[src/hdl/itap_pkg.sv]
// Shared types and constants of the IPv4 text address parser.
`default_nettype none

package itap_pkg;

  // Field widths of the channels.
  localparam int unsigned CharW    = 8;
  localparam int unsigned AddrW    = 32;
  localparam int unsigned StatusW  = 4;
  localparam int unsigned CfgIdxW  = 8;
  localparam int unsigned CfgDataW = 32;

  // Configuration register indexes.
  localparam logic [CfgIdxW-1:0] CfgHostOrderSwap    = 8'd0;
  localparam logic [CfgIdxW-1:0] CfgRejectLeadZeros  = 8'd1;

  // Result status codes; ErrSoft doubles as the internal soft-failure mark.
  localparam logic [StatusW-1:0] StOk          = 4'd0;
  localparam logic [StatusW-1:0] StNameLookup  = 4'd1;
  localparam logic [StatusW-1:0] StGarbage     = 4'd2;
  localparam logic [StatusW-1:0] StSyntax      = 4'd3;
  localparam logic [StatusW-1:0] StNonNumeric  = 4'd4;
  localparam logic [StatusW-1:0] StOverflow    = 4'd5;
  localparam logic [StatusW-1:0] StHex         = 4'd6;
  localparam logic [StatusW-1:0] StOctal       = 4'd7;
  localparam logic [StatusW-1:0] StBadHex      = 4'd8;
  localparam logic [StatusW-1:0] StUnprintable = 4'd9;
  localparam logic [StatusW-1:0] StIllegal     = 4'd10;
  localparam logic [StatusW-1:0] ErrNone       = 4'd0;
  localparam logic [StatusW-1:0] ErrSoft       = 4'd1;

  // Character constants.
  localparam logic [CharW-1:0] ChDot   = 8'h2E;
  localparam logic [CharW-1:0] ChZero  = 8'h30;
  localparam logic [CharW-1:0] ChNine  = 8'h39;
  localparam logic [CharW-1:0] ChLowX  = 8'h78;
  localparam logic [CharW-1:0] ChUpX   = 8'h58;
  localparam logic [CharW-1:0] ChLowH  = 8'h68;
  localparam logic [CharW-1:0] ChUpH   = 8'h48;
  localparam logic [CharW-1:0] ChLowA  = 8'h61;
  localparam logic [CharW-1:0] ChLowF  = 8'h66;
  localparam logic [CharW-1:0] ChLowZ  = 8'h7A;
  localparam logic [CharW-1:0] ChUpA   = 8'h41;
  localparam logic [CharW-1:0] ChUpF   = 8'h46;
  localparam logic [CharW-1:0] ChUpZ   = 8'h5A;
  localparam logic [CharW-1:0] ChDash  = 8'h2D;
  localparam logic [CharW-1:0] ChUnder = 8'h5F;
  localparam logic [CharW-1:0] ChSpace = 8'h20;
  localparam logic [CharW-1:0] ChTilde = 8'h7E;

  localparam logic [7:0] OctetMax   = 8'd255;
  localparam logic [3:0] CountSat   = 4'd11;
  localparam logic [3:0] HexLen     = 4'd10;
  localparam logic [3:0] HexLastPos = 4'd9;

  typedef enum logic [1:0] {
    KindNone,
    KindX,
    KindH,
    KindZero
  } hex_kind_e;

  typedef enum logic {
    PhStart,
    PhDigits
  } phase_e;

  typedef struct packed {
    logic nul;
    logic unprint;
    logic illegal;
  } name_flags_t;

endpackage

`default_nettype wire

[src/hdl/itap_intf.sv]
// Channel interfaces of the IPv4 text address parser.
`default_nettype none

interface itap_char_if;
  logic                          valid;
  logic                          ready;
  logic [itap_pkg::CharW-1:0]    char_code;
  logic                          last_char;

  modport source (output valid, char_code, last_char, input ready);
  modport sink (input valid, char_code, last_char, output ready);
endinterface

interface itap_result_if;
  logic                          valid;
  logic                          ready;
  logic [itap_pkg::AddrW-1:0]    address;
  logic [itap_pkg::StatusW-1:0]  status;

  modport source (output valid, address, status, input ready);
  modport sink (input valid, address, status, output ready);
endinterface

interface itap_cfg_if;
  logic                          valid;
  logic                          ready;
  logic [itap_pkg::CfgIdxW-1:0]  reg_index;
  logic [itap_pkg::CfgDataW-1:0] wdata;

  modport source (output valid, reg_index, wdata, input ready);
  modport sink (input valid, reg_index, wdata, output ready);
endinterface

`default_nettype wire

[src/hdl/ipv4_text_address_parser_top.sv]
// Top level of the IPv4 text address parser.
//
// Usage: the address text arrives on char_i, one character per transfer,
// with last_char set on the final character. After the final character the
// parsed address and a status appear on res_o; no result is produced for
// other characters. Dotted decimal (one to four components), 0x and 0h
// hex forms are recognized; a soft dotted failure falls back to a name
// character check: unprintable, illegal or "name needs lookup".
// Configuration writes arrive on cfg_i (always ready) and are to be made
// only while no string is in progress.
// Latency: the result is valid in the cycle after the final character's
// transfer. Throughput: one character per cycle; every character is folded
// into the per-string state in the cycle of its transfer.
// When the receiver stalls, the result register holds, and char_i stays
// ready for characters until a further final character would need it.
// Reset clears the string state, empties the result register and sets
// host_order_swap to 1 and reject_leading_zeros to 0.
`default_nettype none

module ipv4_text_address_parser_top (
  input  wire logic    clk_i,
  input  wire logic    rst_ni,
  itap_char_if.sink    char_i,
  itap_result_if.source res_o,
  itap_cfg_if.sink     cfg_i
);

  // Configuration registers.
  logic swap_q;
  logic rlz_q;

  // Per-string state.
  logic [2:0]                  idx_q, idx_d;
  logic [8:0]                  cv_q, cv_d;
  logic [31:0]                 acc_q, acc_d;
  itap_pkg::phase_e            phase_q, phase_d;
  logic [3:0]                  err_q, err_d;
  logic [3:0]                  cnt_q, cnt_d;
  logic [31:0]                 hex_q, hex_d;
  itap_pkg::hex_kind_e         kind_q, kind_d;
  logic                        hbad_q, hbad_d;
  itap_pkg::name_flags_t       nf_q, nf_d;
  logic                        sz_q, sz_d;

  // Result register.
  logic                        ovalid_q, ovalid_d;
  logic [31:0]                 addr_q, addr_d;
  logic [3:0]                  stat_q, stat_d;

  logic       in_fire;
  logic [7:0] c;
  logic       digit;
  logic [3:0] dval;
  logic [3:0] hexv;
  logic       hexok;
  logic       namech;
  logic [11:0] prod;
  logic [31:0] acc_fin;
  logic [2:0]  idx_fin;
  logic [31:0] addr_r;
  logic [3:0]  stat_r;

  // Only a final character needs the result register, so other characters
  // keep flowing while a result waits.
  assign char_i.ready = !ovalid_q || res_o.ready || !char_i.last_char;
  assign in_fire      = char_i.valid && char_i.ready;
  assign c            = char_i.char_code;
  assign cfg_i.ready  = 1'b1;

  assign res_o.valid   = ovalid_q;
  assign res_o.address = addr_q;
  assign res_o.status  = stat_q;

  assign digit = (c >= itap_pkg::ChZero) && (c <= itap_pkg::ChNine);
  assign dval  = c[3:0];
  assign prod  = 12'(cv_q) * 12'd10 + 12'(dval);

  assign namech = ((c >= itap_pkg::ChLowA) && (c <= itap_pkg::ChLowZ)) ||
                  ((c >= itap_pkg::ChUpA) && (c <= itap_pkg::ChUpZ)) || digit ||
                  (c == itap_pkg::ChDash) || (c == itap_pkg::ChUnder) ||
                  (c == itap_pkg::ChDot);

  always_comb begin
    hexok = 1'b1;
    hexv  = 4'd0;
    if (digit) begin
      hexv = c[3:0];
    end else if ((c >= itap_pkg::ChLowA && c <= itap_pkg::ChLowF) ||
                 (c >= itap_pkg::ChUpA && c <= itap_pkg::ChUpF)) begin
      // Letters a-f and A-F share their low nibble: 1..6 maps to 10..15.
      hexv = c[3:0] + 4'd9;
    end else begin
      hexok = 1'b0;
    end
  end

  // Per-character update of the string state, then the end-of-string result.
  always_comb begin
    idx_d   = idx_q;
    cv_d    = cv_q;
    acc_d   = acc_q;
    phase_d = phase_q;
    err_d   = err_q;
    cnt_d   = cnt_q;
    hex_d   = hex_q;
    kind_d  = kind_q;
    hbad_d  = hbad_q;
    nf_d    = nf_q;
    sz_d    = sz_q;
    ovalid_d = ovalid_q && !res_o.ready;
    addr_d  = addr_q;
    stat_d  = stat_q;
    acc_fin = 32'd0;
    idx_fin = 3'd0;
    addr_r  = 32'd0;
    stat_r  = itap_pkg::StOk;

    if (in_fire) begin
      if (cnt_q < itap_pkg::CountSat) begin
        cnt_d = cnt_q + 4'd1;
      end

      // Hex form tracking.
      if (cnt_q == 4'd0) begin
        kind_d = (c == itap_pkg::ChZero) ? itap_pkg::KindZero : itap_pkg::KindNone;
      end else if (cnt_q == 4'd1) begin
        if (kind_q == itap_pkg::KindZero && (c == itap_pkg::ChLowX || c == itap_pkg::ChUpX)) begin
          kind_d = itap_pkg::KindX;
        end else if (kind_q == itap_pkg::KindZero &&
                     (c == itap_pkg::ChLowH || c == itap_pkg::ChUpH)) begin
          kind_d = itap_pkg::KindH;
        end else begin
          kind_d = itap_pkg::KindNone;
        end
      end else if (cnt_q <= itap_pkg::HexLastPos) begin
        hex_d = {hex_q[27:0], hexv};
        if (!hexok) begin
          hbad_d = 1'b1;
        end
      end

      // Name character flags; unprintable only counts before a zero byte.
      if (c == 8'd0) begin
        nf_d.nul = 1'b1;
      end else if (!nf_q.nul && (c < itap_pkg::ChSpace || c > itap_pkg::ChTilde)) begin
        nf_d.unprint = 1'b1;
      end
      if (!namech) begin
        nf_d.illegal = 1'b1;
      end

      // Dotted decimal parsing stops at the first error.
      if (err_q == itap_pkg::ErrNone) begin
        if (phase_q == itap_pkg::PhStart) begin
          if (digit) begin
            cv_d    = 9'(dval);
            sz_d    = (c == itap_pkg::ChZero);
            phase_d = itap_pkg::PhDigits;
          end else begin
            err_d = (idx_q > 3'd1) ? itap_pkg::StNonNumeric : itap_pkg::ErrSoft;
          end
        end else begin
          sz_d = 1'b0;
          if (sz_q && (c == itap_pkg::ChLowX || c == itap_pkg::ChUpX) &&
              !char_i.last_char) begin
            err_d = itap_pkg::StHex;
          end else if (digit) begin
            if (sz_q && rlz_q) begin
              err_d = itap_pkg::StOctal;
            end else if (prod > 12'(itap_pkg::OctetMax)) begin
              cv_d  = 9'd256;
              err_d = itap_pkg::StOverflow;
            end else begin
              cv_d = prod[8:0];
            end
          end else begin
            acc_d   = {acc_q[23:0], cv_q[7:0]};
            idx_d   = idx_q + 3'd1;
            cv_d    = 9'd0;
            phase_d = itap_pkg::PhStart;
            if (idx_q < 3'd3) begin
              if (c != itap_pkg::ChDot) begin
                err_d = (idx_q == 3'd0) ? itap_pkg::ErrSoft : itap_pkg::StSyntax;
              end
            end else begin
              err_d = itap_pkg::StGarbage;
            end
          end
        end
      end

      if (char_i.last_char) begin
        // Close an open component, then left-align the octets present.
        acc_fin = acc_d;
        idx_fin = idx_d;
        if (phase_d == itap_pkg::PhDigits) begin
          acc_fin = {acc_d[23:0], cv_d[7:0]};
          idx_fin = idx_d + 3'd1;
        end

        if (cnt_d == itap_pkg::HexLen &&
            (kind_d == itap_pkg::KindX || kind_d == itap_pkg::KindH)) begin
          if (hbad_d) begin
            stat_r = itap_pkg::StBadHex;
          end else if (kind_d == itap_pkg::KindH && swap_q) begin
            addr_r = {hex_d[7:0], hex_d[15:8], hex_d[23:16], hex_d[31:24]};
          end else begin
            addr_r = hex_d;
          end
        end else if (err_d == itap_pkg::ErrNone) begin
          case (idx_fin)
            3'd1:    addr_r = {acc_fin[7:0], 24'd0};
            3'd2:    addr_r = {acc_fin[15:0], 16'd0};
            3'd3:    addr_r = {acc_fin[23:0], 8'd0};
            3'd0:    addr_r = 32'd0;
            default: addr_r = acc_fin;
          endcase
        end else if (err_d == itap_pkg::ErrSoft) begin
          if (nf_d.unprint) begin
            stat_r = itap_pkg::StUnprintable;
          end else if (nf_d.illegal) begin
            stat_r = itap_pkg::StIllegal;
          end else begin
            stat_r = itap_pkg::StNameLookup;
          end
        end else begin
          stat_r = err_d;
        end

        ovalid_d = 1'b1;
        addr_d   = (stat_r == itap_pkg::StOk) ? addr_r : 32'd0;
        stat_d   = stat_r;

        // Back to the start-of-string state.
        idx_d   = 3'd0;
        cv_d    = 9'd0;
        acc_d   = 32'd0;
        phase_d = itap_pkg::PhStart;
        err_d   = itap_pkg::ErrNone;
        cnt_d   = 4'd0;
        hex_d   = 32'd0;
        kind_d  = itap_pkg::KindNone;
        hbad_d  = 1'b0;
        nf_d    = '0;
        sz_d    = 1'b0;
      end
    end
  end

  always_ff @(posedge clk_i or negedge rst_ni) begin
    if (!rst_ni) begin
      swap_q   <= 1'b1;
      rlz_q    <= 1'b0;
      idx_q    <= 3'd0;
      cv_q     <= 9'd0;
      acc_q    <= 32'd0;
      phase_q  <= itap_pkg::PhStart;
      err_q    <= itap_pkg::ErrNone;
      cnt_q    <= 4'd0;
      hex_q    <= 32'd0;
      kind_q   <= itap_pkg::KindNone;
      hbad_q   <= 1'b0;
      nf_q     <= '0;
      sz_q     <= 1'b0;
      ovalid_q <= 1'b0;
    end else begin
      if (cfg_i.valid && cfg_i.ready) begin
        if (cfg_i.reg_index == itap_pkg::CfgHostOrderSwap) begin
          swap_q <= cfg_i.wdata[0];
        end else if (cfg_i.reg_index == itap_pkg::CfgRejectLeadZeros) begin
          rlz_q <= cfg_i.wdata[0];
        end
      end
      idx_q    <= idx_d;
      cv_q     <= cv_d;
      acc_q    <= acc_d;
      phase_q  <= phase_d;
      err_q    <= err_d;
      cnt_q    <= cnt_d;
      hex_q    <= hex_d;
      kind_q   <= kind_d;
      hbad_q   <= hbad_d;
      nf_q     <= nf_d;
      sz_q     <= sz_d;
      ovalid_q <= ovalid_d;
    end
  end

  always_ff @(posedge clk_i) begin
    addr_q <= addr_d;
    stat_q <= stat_d;
  end

  // A final character always leaves a result behind it.
  a_last_gives_result: assert property (@(posedge clk_i) disable iff (!rst_ni)
    (in_fire && char_i.last_char) |=> ovalid_q)
    else $error("final character did not produce a result");

  // Any failure status carries a zero address.
  a_err_zero_addr: assert property (@(posedge clk_i) disable iff (!rst_ni)
    (ovalid_q && stat_q != itap_pkg::StOk) |-> (addr_q == 32'd0))
    else $error("nonzero address with an error status");

  // The string state starts over after each final character.
  a_state_cleared: assert property (@(posedge clk_i) disable iff (!rst_ni)
    (in_fire && char_i.last_char) |=>
      (cnt_q == 4'd0 && err_q == itap_pkg::ErrNone && idx_q == 3'd0))
    else $error("string state not cleared after the final character");

  // A result waiting on a stalled receiver is not overwritten.
  a_result_held: assert property (@(posedge clk_i) disable iff (!rst_ni)
    (ovalid_q && !res_o.ready) |=> (ovalid_q && $stable(addr_q) && $stable(stat_q)))
    else $error("pending result changed while stalled");

  // Every reported status lies within the defined codes, up to StIllegal.
  a_status_range: assert property (@(posedge clk_i) disable iff (!rst_ni)
    ovalid_q |-> (stat_q <= itap_pkg::StIllegal))
    else $error("status code out of range");

endmodule

`default_nettype wire
[src/flat_wrapper.sv]
// flat-port wrapper written by rule: the top's interface ports become plain ports
module ipv4_text_address_parser_top_flat 
  (clk_i, rst_ni, char_i_valid, char_i_char_code, char_i_last_char, char_i_ready, res_o_valid, res_o_address, res_o_status, res_o_ready, cfg_i_valid, cfg_i_reg_index, cfg_i_wdata, cfg_i_ready);
  itap_char_if char_i_i ();
  itap_result_if res_o_i ();
  itap_cfg_if cfg_i_i ();
  input  wire logic clk_i;
  input  wire logic rst_ni;
  input wire logic [$bits(char_i_i.valid)-1:0] char_i_valid;
  input wire logic [$bits(char_i_i.char_code)-1:0] char_i_char_code;
  input wire logic [$bits(char_i_i.last_char)-1:0] char_i_last_char;
  output wire logic [$bits(char_i_i.ready)-1:0] char_i_ready;
  output wire logic [$bits(res_o_i.valid)-1:0] res_o_valid;
  output wire logic [$bits(res_o_i.address)-1:0] res_o_address;
  output wire logic [$bits(res_o_i.status)-1:0] res_o_status;
  input wire logic [$bits(res_o_i.ready)-1:0] res_o_ready;
  input wire logic [$bits(cfg_i_i.valid)-1:0] cfg_i_valid;
  input wire logic [$bits(cfg_i_i.reg_index)-1:0] cfg_i_reg_index;
  input wire logic [$bits(cfg_i_i.wdata)-1:0] cfg_i_wdata;
  output wire logic [$bits(cfg_i_i.ready)-1:0] cfg_i_ready;
  assign char_i_i.valid = char_i_valid;
  assign char_i_i.char_code = char_i_char_code;
  assign char_i_i.last_char = char_i_last_char;
  assign char_i_ready = char_i_i.ready;
  assign res_o_valid = res_o_i.valid;
  assign res_o_address = res_o_i.address;
  assign res_o_status = res_o_i.status;
  assign res_o_i.ready = res_o_ready;
  assign cfg_i_i.valid = cfg_i_valid;
  assign cfg_i_i.reg_index = cfg_i_reg_index;
  assign cfg_i_i.wdata = cfg_i_wdata;
  assign cfg_i_ready = cfg_i_i.ready;
  ipv4_text_address_parser_top u_core (.clk_i(clk_i), .rst_ni(rst_ni), .char_i(char_i_i), .res_o(res_o_i), .cfg_i(cfg_i_i));
endmodule
[config.mk]
export PLATFORM = sky130hd
export DESIGN_NAME = ipv4_text_address_parser_top_flat
export DESIGN_NICKNAME = d
export VERILOG_FILES = /design/src/hdl/itap_pkg.sv /design/src/hdl/itap_intf.sv /design/src/hdl/ipv4_text_address_parser_top.sv /design/src/flat_wrapper.sv
export SDC_FILE = /design/constraint.sdc
export NUM_CORES = 1
export LEC_CHECK = 0
export ABC_AREA = 1
export BUFFER_PORTS_ARGS = -buffer_cell sky130_fd_sc_hd__buf_2
export CAP_MARGIN = 20
export CORE_AREA = 2 2 146 148
export CTS_CLUSTER_SIZE = 25
export DETAILED_ROUTE_END_ITERATION = 7
export DIE_AREA = 0 0 148 150
export MAX_ROUTING_LAYER = met4
export PLACE_DENSITY_LB_ADDON = 0.2
export SYNTH_ARGS = -nofsm -noshare
export SYNTH_HDL_FRONTEND = slang
export SYNTH_SLANG_ARGS = --single-unit
[constraint.sdc]
create_clock -name clk_i -period 6.8 [get_ports clk_i]
set_clock_uncertainty 0.15 [all_clocks]
set_input_delay 1.36 -clock clk_i [delete_from_list [all_inputs] [get_ports clk_i]]
set_output_delay 1.36 -clock clk_i [all_outputs]
set_load 0.01 [all_outputs]
==> summary.txt, run 1 <==
Outcome = complete, no violations
Max-cap violations = 0
# nets final = 1404
CP max FO = 33
Global-route wire length before repair = 41900 um
Vias in the first global route = 7966
Final Critical Period = 5.09 ns
Measured slew at the worst slew-check pin = 0.914 ns
Final slew viol count = 0
Fmax = 196 MHz
Wire length per cell = 16.1 um
Lkg Pwr = 5.12 nW
Die ar. = 22200 um2
# IOs = 93
PwrDens = 364 nW/um2
CTS tree = built
Drt first pass iters = 5
Bufs on Longest Clock Path = 2
Warning count from the yosys run = 0
Total power = 3.74 mW
# hold bufs at CTS = 0
Grt ovf = 0
CP startpoint kind = input port
HP Class = reg2reg
IO buf count = 60
Area post-placement = 9660 um2
EDFF count, synth = 36
Vias = 8720
Inst Count DP = 1573
Area leader, netlist = dfrtp_1
CP Cell Sequence = buf_2, inv_1, ha_1, o21ai_1, a21oi_4, inv_4, nand2_4, nor2_8, nand2_1, o21ai_1, ha_1, nand3_1, nand2_2, inv_2, nor3_4, nand3_1, nand2_1, nand3_1, nand2_1
Worst-path clk slew = 0.06 ns
Synth top area cells = dfrtp_1 26%, nand2_1 16%, edfxtp_1 12%
CP Buf/Inv Count = 4
Family with the most delay on the worst path = simple AND/OR/NAND/NOR gates
Die height = 150 um
Setup CP Type = in2reg
Clock sink total = 131
Remaining antenna violation count = 0
RSZ-0062 raised after global routing = false
DR DRC count = 0
Data arrival, critical path = 5.20 ns
CTS H-tree lvls = 4
Core area = 20700 um2
Slowest Stage Delay on Critical Path = 0.43 ns
Die width = 148 um
Post-synth top area share = 0.256
Layout cells sized above 1 = 0.114
Area Growth Syn to Fin = 11.8%
Post-Syn Instances = 1288
Final Wtd Congestion = 0.897
Mapped Nets = 1375
WP data required = 6.91 ns
Via density = 5.43
Slew HR = 0.389
Antenna violations before repair = 0
Initial DRC count = 687
Clk Tree Root Cell = clkbuf_16
Max IR drop VDD = 211 uV
# rows = 53
HPWL Detailed = 17800 um
Routed WL = 25800 um
Slowest CP cell = nor2_8
CP Capture Type = flip-flop
Diodes inserted = 0
Netlist cell types = 58
Seq cells post-synth = 131
Final Cycle Share = 0.748
Cts repair resizes = 0
Clock latency on the worst-skew pair = 0.43 ns
Ys async rst share = 0.725
Ys flop type = dfrtp_1
Largest net degree at the start of global routing = 63
Fin. Hold Viols = 0
Avg Inst Size Synth = 7.14 um2
Most common cell in the netlist = nand2_1
Post-route cell area = 10300 um2
Sequential share of the synthesized area = 0.376
Tot GR Track Use = 0.246
Final setup fails = 0
Filler-free cell count of the finished design = 1605
Setup TNS = 0 ns
Inserted Clock Buffers = 17
Synth cell count leaders = 399 x nand2_1, 146 x o21ai_0, 141 x inv_1
Starting Density = 0.444
Post-CTS setup buffer count = 0
Synthesized cell area = 9200 um2
-- cell families (layout without fill, tap and decap cells) --
logic type,count (synthesis),after routing,synth area share
DFF,131,131,0.376
other,1,1,0.000408
adders and majority gates,33,33,0.0465
AOI/OAI and AO/OA,283,283,0.176
muxes,2,2,0.00231
and+or+nand+nor,614,614,0.293
xor gates and xnor gates,9,9,0.0114
buffers and inverters,215,257,0.0946
-- placed cells by master (no fill, tap or decap), types with 3 or more instances in the layout --
cell type,netlist,routed
dfrtp_1,94,94
bufinv_16,0,4
clkbuf_16,0,17
edfxtp_1,36,36
a31oi_1,3,3
nor2_1,63,62
nand3b_1,5,5
o21ai_0,146,146
buf_4,3,10
and2_1,4,4
buf_2,15,59
o22ai_1,43,43
inv_2,11,11
clkinv_2,0,4
xor2_1,6,6
nand2_2,10,11
nand3_1,84,83
a211oi_1,3,3
ha_1,31,31
nand2_1,399,398
or2_2,4,4
o211ai_1,22,22
inv_1,141,141
o21a_1,7,7
clkinv_4,0,3
nor3_1,6,6
nand3_2,2,3
nor2_2,2,3
a21oi_1,32,32
o41ai_1,3,3
nor2_4,3,3
a22o_1,5,5
nand4_1,19,19
o21ai_1,11,11
-- metal layers --
layer / part of all wire / GRT usage
met3: 0.056 / 0.0375
met1: 0.47 / 0.339
met2: 0.46 / 0.379
met5: 0 / -
met4: 0.018 / 0.0714
-- path summary, 6_finish.rpt --
check | cells past startpoint | slack [ns] | to | start
worst max-delay path | 19 | 1.71 | u_core.res_o.address[30]$_SDFFCE_PP0P_ | char_i_char_code[0]
worst min-delay path | 2 | 0.33 | u_core.acc_q[24]$_DFFE_PN0P_ | u_core.acc_q[24]$_DFFE_PN0P_
worst max register to register | 22 | 2.30 | u_core.res_o.address[18]$_SDFFCE_PP0P_ | u_core.cv_q[1]$_DFFE_PN0P_
worst min register to register | 2 | 0.33 | u_core.acc_q[24]$_DFFE_PN0P_ | u_core.acc_q[24]$_DFFE_PN0P_
max in group asynchronous | 2 | 4.58 | u_core.acc_q[30]$_DFFE_PN0P_ | rst_ni
min in group asynchronous | 1 | 0.85 | u_core.hex_q[18]$_DFFE_PN0P_ | rst_ni
-- stage by stage --
stage / utilization / hold WS (ns) / setup slack, ns
after floorplan: - / 0.298 / 2.85
after global placement: 0.466 / 0.314 / 1.45
after CTS: 0.497 / 0.336 / 1.83
after detailed placement: 0.467 / 0.321 / 1.42
final: 0.497 / 0.327 / 1.71
after global routing: 0.497 / 0.364 / 1.40
-- layout make-up --
class                      count  area, um2
inverter                     155        584
multi-input combinational    942       4880
timing repair buffer          70        390
fill                        2130      10400
clock buffer                  19        443
tap                          275        344
sequential                   131       3460
clock inverter                13        183
-- registers in the layout, indices dropped and copies added, names as in the netlist, 3 cells and up --
register,cells
u_core.acc_q,32
u_core.hex_q,32
u_core.res_o.address,32
u_core.cv_q,9
u_core.cnt_q,4
u_core.err_q,4
u_core.res_o.status,4
u_core.idx_q,3
u_core.nf_q,3
-- power breakdown --
part | leakage [nW] | internal, mW | switching [mW]
clock network | 0.307 | 0.623 | 0.362
logic | 3.17 | 0.517 | 1.20
registers | 1.64 | 0.948 | 0.0898
-- worst reg2reg max path, delay by kind of cell, from the launching register on --
kind	cells	cell delay, ns
flops	1	0.49
fa+ha+maj	3	1.06
simple gates	19	2.66
Power figures use the tool's default switching activity.
==> run 2, diff against run 1 <==
Clock period 6.8 ns to 4.4 ns, I/O delays scaled along.
==> summary.txt, run 2 (same netlist as run 1, synthesis figures left out) <==
Outcome = complete, no violations
Area post-placement = 9790 um2 (+1.4%)
Measured slew at the worst slew-check pin = 0.942 ns (+0.0288 ns)
Bufs on Longest Clock Path = 2 (unchanged)
Tot GR Track Use = 0.247 (+0.00106)
Final Critical Period = 4.02 ns
Post-CTS setup buffer count = 0 (unchanged)
Vias in the first global route = 8155 (+2.4%)
# hold bufs at CTS = 0 (unchanged)
Global-route wire length before repair = 42000 um (+0.28%)
Clock latency on the worst-skew pair = 0.43 ns (about the same)
Initial DRC count = 702 (+2.2%)
Drt first pass iters = 5 (unchanged)
Final setup fails = 0 (unchanged)
Diodes inserted = 0 (unchanged)
Starting Density = 0.444 (unchanged)
CP Buf/Inv Count = 1 (-3)
Setup TNS = 0 ns (unchanged)
Grt ovf = 0 (unchanged)
Dpl ws = 0.335 ns (-1.09 ns)
RSZ-0062 raised after global routing = false
Area Growth Syn to Fin = 13.0%
Layout cells sized above 1 = 0.122 (+0.00840)
Lkg Pwr = 5.18 nW (+1.2%)
Clk Tree Root Cell = clkbuf_16
Data arrival, critical path = 4.16 ns (-1.04 ns)
Largest net degree at the start of global routing = 66 (+4.8%)
Inserted Clock Buffers = 17 (unchanged)
Slowest Stage Delay on Critical Path = 0.51 ns (+0.08 ns)
HPWL Detailed = 18200 um (+2.1%)
DR DRC count = 0 (unchanged)
IO buf count = 60 (unchanged)
Wire length per cell = 16.0 um (-0.71%)
Post-route cell area = 10400 um2 (+1.0%)
CP most frequent cell = nand2_1
CP Capture Type = flip-flop
Fin. Hold Viols = 0 (unchanged)
Antenna violations before repair = 0 (unchanged)
Inst Count DP = 1588 (+0.95%)
Slowest CP cell = fa_1
CP startpoint kind = flip-flop
Vias = 8777 (+0.65%)
Hold_ws = 0.331 ns (+0.00422 ns)
Die height = 150 um (unchanged)
Slew HR = 0.372 (-0.0172)
Max IR drop VDD = 307 uV (+45%)
Family with the most delay on the worst path = simple AND/OR/NAND/NOR gates
Die width = 148 um (unchanged)
Setup CP Type = reg2reg
PwrDens = 557 nW/um2 (+53%)
Worst-path clk slew = 0.06 ns (about the same)
HP Class = reg2reg
# rows = 53 (unchanged)
Commonest non-fill, non-tap cell in the layout = nand2_1
Final WS setup = 0.378 ns (-1.33 ns)
Remaining antenna violation count = 0 (unchanged)
Clock sink total = 131 (unchanged)
Final Wtd Congestion = 0.901 (+0.35%)
Most frequent cells in the layout = 399 x nand2_1, 146 x o21ai_0, 141 x inv_1
Final Cycle Share = 0.914
CTS tree = built
Routed WL = 25900 um (+0.22%)
CTS H-tree lvls = 4 (unchanged)
Final slew viol count = 0 (unchanged)
Die ar. = 22200 um2 (unchanged)
Core area = 20700 um2 (unchanged)
Max-cap violations = 0 (unchanged)
# nets final = 1419 (+1.1%)
WP data required = 4.54 ns (-2.37 ns)
CP max FO = 8 (-76%)
# IOs = 93 (unchanged)
Filler-free cell count of the finished design = 1620 (+0.93%)
Fmax = 249 MHz
Via density = 5.42 (-0.28%)
Reg2reg setup slack = 0.38 ns (-1.92 ns)
## run 2: worst reg2reg max path, stage by stage (launching register included)
cell     delay (ns)
dfrtp_1        0.49
ha_1           0.35
ha_1           0.25
fa_1           0.51
nand2_1        0.05
inv_1          0.08
nand2_1        0.09
nor2_2         0.14
nand3_1        0.09
nor2_1         0.09
nand2_1        0.07
nand2_1        0.06
nand2_1        0.05
nor2_2         0.11
nand2_2        0.14
nand2_2        0.11
nand2_1        0.05
nand2_1        0.05
nand2_1        0.05
nand2_1        0.11
nand2_4        0.11
nor2_4         0.20
nand2_2        0.09
nor2_4         0.17
nand2_1        0.10
nand2_1        0.10
## run 2: per-layer routing
metal | part of all wire | global-route usage | vias to the layer above
li1 | - | - | 4373
met1 | 0.48 | 0.341 | 4094
met2 | 0.45 | 0.376 | 268
met3 | 0.051 | 0.0396 | 42
met4 | 0.023 | 0.0748 | 0
met5 | 0 | - | -
## run 2: final timing paths
| check | from | cells after the start | to |
|---|---|---|---|
| min in group asynchronous | rst_ni | 1 | u_core.hex_q[18]$_DFFE_PN0P_ |
| max in group asynchronous | rst_ni | 2 | u_core.hex_q[30]$_DFFE_PN0P_ |
| worst max-delay path | u_core.cv_q[1]$_DFFE_PN0P_ | 25 | u_core.res_o.address[6]$_SDFFCE_PP0P_ |
| worst max register to register | u_core.cv_q[1]$_DFFE_PN0P_ | 25 | u_core.res_o.address[6]$_SDFFCE_PP0P_ |
| worst min-delay path | u_core.acc_q[31]$_DFFE_PN0P_ | 2 | u_core.acc_q[31]$_DFFE_PN0P_ |
| worst min register to register | u_core.acc_q[31]$_DFFE_PN0P_ | 2 | u_core.acc_q[31]$_DFFE_PN0P_ |
## run 2: where the power goes
part / total, mW / switching [mW] / internal, mW / leakage, nW
Sequential: 1.61 / 0.140 / 1.47 / 1.64
Combinational: 2.73 / 1.87 / 0.857 / 3.26
Clock: 1.45 / 0.561 / 0.890 / 0.287
## run 2: repair_timing
item | 4_1_cts | 5_1_grt
resized for setup | 0 | 1
endpoints found under the hold margin | 0 | 0
endpoints found under the setup margin | 0 | 3
## run 2: per-stage QoR
stage | utilization | power, mW
5_1_grt | 0.502 | 6.24
2_1_floorplan | - | 3.63
4_1_cts | 0.502 | 5.78
3_5_place_dp | 0.473 | 4.31
3_3_place_gp | 0.473 | 4.29
6_report | 0.502 | 5.78
## run 2: area by class of cell
type	instances	area (um2)
fillers	2079	10300
well taps	275	344
inverters	155	584
clock buffers	19	433
flip-flops and latches	131	3460
clock inverters	13	160
repair buffers	85	532
multi-input cells	942	4870
